--- src/design/bbn_ram.sv ---
`timescale 1ns / 1ps
// ----------------------------------------------------------------------------
// bbn_ram
// Simple dual-port RAM: one write port, one read port with registered data.
// ----------------------------------------------------------------------------
module bbn_ram #(
    parameter int WIDTH = 8,
    parameter int DEPTH = 256
) (
    input  logic                     i_clk,
    input  logic                     i_we,
    input  logic [$clog2(DEPTH)-1:0] i_waddr,
    input  logic [WIDTH-1:0]         i_wdata,
    input  logic                     i_re,
    input  logic [$clog2(DEPTH)-1:0] i_raddr,
    output logic [WIDTH-1:0]         o_rdata
);

    logic [WIDTH-1:0] r_mem [DEPTH];
    logic [WIDTH-1:0] r_rdata;

    always_ff @(posedge i_clk) begin
        if (i_we) begin
            r_mem[i_waddr] <= i_wdata;
        end
        if (i_re) begin
            r_rdata <= r_mem[i_raddr];
        end
    end

    assign o_rdata = r_rdata;

endmodule

--- config.mk ---
export PLATFORM = sky130hd
export DESIGN_NAME = bbn_ram
export DESIGN_NICKNAME = d
export VERILOG_FILES = /design/src/design/bbn_ram.sv
export SDC_FILE = /design/constraint.sdc
export NUM_CORES = 2
export LEC_CHECK = 0
export BUFFER_PORTS_ARGS = -buffer_cell sky130_fd_sc_hd__buf_2
export CAP_MARGIN = 20
export CORE_MARGIN = 2
export CORE_UTILIZATION = 60
export DETAILED_ROUTE_END_ITERATION = 7
export PLACE_DENSITY = 0.76
export SLEW_MARGIN = 10
export SYNTH_ARGS = -nofsm -noshare
export SYNTH_HDL_FRONTEND = slang
export SYNTH_SLANG_ARGS = --single-unit
--- constraint.sdc ---
create_clock -name i_clk -period 6.31 [get_ports i_clk]
set_input_delay 0.9465 -clock i_clk [delete_from_list [all_inputs] [get_ports i_clk]]
set_output_delay 0.9465 -clock i_clk [all_outputs]
set_load 0.1 [all_outputs]
==> results.cfg <==
[run_status]
outcome = finished clean

[route]
drt-wirelength-per-cell_um = 33.6
drc = 0
vias_per_cell = 6.93
postRouteAntennaNets = 0
drt-initial-drc-count = 5549
wl_um = 194000
via_count = 39900
dr.pass1.iters = 6

[worst_setup_path]
worst_r2r_endpoint = o_rdata[5]$_DFFE_PP_
rr_worst_depth = 6
reg2reg_slack_ns = 2.97
critPathMaxFanout = 42
crit_path_start = i_raddr[0]
cp.required_ns = 6.86
critPathArrivalTime_ns = 4.64
r2r_start = r_mem[82][5]$_DFFE_PP_
crit_end = o_rdata[5]$_DFFE_PP_
critPathCaptureType = flop
cp-start-kind = input pin
crit_type = input pin to flop

[floorplanning]
die-area_mm2 = 0.136
die_h_um = 368
rows = 133
die_w_um = 368
core-area_mm2 = 0.132
start_util_pct = 60.5
ios = 35

[logic_synthesis]
synth_area_leaders = edfxtp_1, mux4_2, mux2i_1
yosys.area.top_type = edfxtp_1
syn_inst = 3733
synth_flop_cell = edfxtp_1
synth.cell_area_mm2 = 0.0796
ys_ff_latch = 2056
yosysTopAreaCellShare_pct = 77.5
syn_avg_cell_area_um2 = 21.3
yosysWarnings = 0
synth_edf_count = 2056
synth_common_cells = edfxtp_1, mux4_2, nor2_1, mux2i_1, a22oi_1
yosysMostFrequentCell = edfxtp_1
synth_fp_nets = 3760
async_reset_ff_share_pct = 0
yosys.cell_types.count = 54
synth-seq-area-share_pct = 77.5

[global_routing]
use_met3_pct = 6.89
met2_usage_pct = 43.7
busiest_layer = met2
met1_usage_pct = 40.6
grt_max_degree = 139
grt_usage_pct = 28.9
antenna_found_initial = 10
grt_overflow = 0
first_global_vias = 39500
grt_pass1_wl_um = 279000

[power]
intPower_mw = 21.9
p_per_area_mw_per_mm2 = 316
p_leak_nw = 27.0
p_seq_share_pct = 54.3
ir_worst_vdd_uv = 347
pwr-share-clk_pct = 40.8
pwr-share-comb_pct = 4.9
p_sw_share_pct = 21.3
p_switching_mw = 5.91

[timing]
worst-slew-pin-transition_ns = 1.17
finalCriticalPeriod_ns = 4.09
hold_violations = 0
fin_worst_skew_ns = 0.0361
slew_violations = 0
setup_viol = 0
max_slew_margin_pct = 21.5
fin_crit_sh_pct = 64.9
rsz0062_at_grt = no
timing.fmax_mhz = 244
fin_hold_ws_ns = 0.577
setup_tns_ns = 0

[clock_tree]
clock-sinks = 2056
cts_max_level = 4
clkTransAtPathRegs_ns = 0.07
post_cts_buffers = 0
hold_buffers = 0
clock_path_buffers = 3
cts_tree = yes
cts_made_buffers = 195
clk_latency_ns = 0.84
post_cts_resized = 0
root_buffer = clkbuf_16

[final_layout]
drive_gt1_share_pct = 21.9
area_growth_pct = 10.3
fin_cells = 5759
fin_nets = 3859

[flow_run]
drv_cap = 0

[placed_design]
dp.cells = 5382
gp_congestion = 0.898
io_buffers = 34
dpl.hpwl_um = 114000

[min_path]
hold_path.class = input pin to flop
final cells by class:
class	count	area, µm²
flip-flops and latches	2056	61700
fillers	7903	43800
multi-input cells	1442	16500
clock buffers	240	5150
well taps	1755	2200
repair buffers	135	1220
clock inverters	124	993
diodes	5	12.5
inverters	2	7.51
flip-flops by register name (all words and copies together) (netlist names):
signal	count
r_mem	2048
o_rdata	8
power groups by stage:
stage          clock [mW]  combinational (mW)  sequential, mW
6_report             11.3                1.37            15.1
5_1_grt              11.9                1.42            15.1
4_1_cts              11.4                1.35            15.1
3_5_place_dp            0                1.34            15.4
3_3_place_gp            0                1.31            15.4
2_1_floorplan           0               0.732            15.4
placed cells by master, fill, tap and decap left out, types with 5 or more instances in the layout:
| master | count |
|---|---|
| mux4_2 | 454 |
| a221oi_1 | 13 |
| bufinv_16 | 14 |
| nor2_1 | 279 |
| clkinvlp_4 | 5 |
| mux2i_1 | 134 |
| nor4_2 | 5 |
| o221ai_1 | 46 |
| clkbuf_1 | 40 |
| buf_2 | 25 |
| buf_12 | 13 |
| and2_1 | 5 |
| a22oi_1 | 133 |
| clkinv_2 | 34 |
| nor3_1 | 22 |
| nand4_1 | 10 |
| o211ai_1 | 10 |
| clkbuf_16 | 200 |
| clkinv_1 | 62 |
| o22ai_1 | 28 |
| nor4_1 | 22 |
| clkbuf_8 | 8 |
| a211oi_1 | 16 |
| buf_4 | 81 |
| o21ai_0 | 10 |
| edfxtp_1 | 2056 |
| diode_2 | 5 |
| a22o_1 | 8 |
| nor2b_1 | 28 |
| a21oi_1 | 96 |
| clkinv_8 | 5 |
| o22a_1 | 5 |
| nand2b_1 | 8 |
| nand3_1 | 34 |
| nand2_1 | 33 |
how the worst min path moves through the flow:
| stage | from | to | cells past startpoint |
|---|---|---|---|
| final | i_re | o_rdata[2]$_DFFE_PP_ | 1 |
| after global routing | i_re | o_rdata[3]$_DFFE_PP_ | 1 |
| after CTS | i_re | o_rdata[3]$_DFFE_PP_ | 1 |
| after detailed placement | r_mem[21][2]$_DFFE_PP_ | o_rdata[2]$_DFFE_PP_ | 5 |
| after global placement | r_mem[23][2]$_DFFE_PP_ | o_rdata[2]$_DFFE_PP_ | 5 |
| after floorplan | r_mem[40][3]$_DFFE_PP_ | o_rdata[3]$_DFFE_PP_ | 6 |
per-stage QoR:
| stage | cell area [µm²] | total power [mW] | setup WS [ns] | utilization (%) |
|---|---|---|---|---|
| after floorplan | 79600 | 16.1 | 3.29 | - |
| after global placement | 81500 | 16.7 | 1.53 | 61.9 |
| after detailed placement | 81500 | 16.7 | 1.58 | 61.9 |
| after CTS | 87700 | 27.8 | 2.44 | 66.6 |
| after global routing | 87800 | 28.4 | 2.15 | 66.7 |
| final | 87800 | 27.8 | 2.22 | 66.7 |
worst max-delay path: stages:
cell and delay, ns:
buf_8 0.48, buf_12 0.37, mux4_2 0.56, a22o_1 0.29
a221oi_1 0.76, o32ai_1 0.28, nor3_1 0.73, nor4_1 0.15
metal layers:
layer	share of wire, %	routed length [µm]
met1	37	70700
met2	47	91000
met3	12	22400
met4	4.9	9570
met5	0.012	24
cell families after synthesis:
logic type / after synthesis / synth area share [%]
AND/OR/NAND/NOR: 466 / 2.63
buffers and inverters: 235 / 1.83
flip-flops: 2056 / 77.5
multiplexers: 591 / 14.6
AO/OA/AOI/OAI: 385 / 3.42
(Power assumes the default switching activity.)
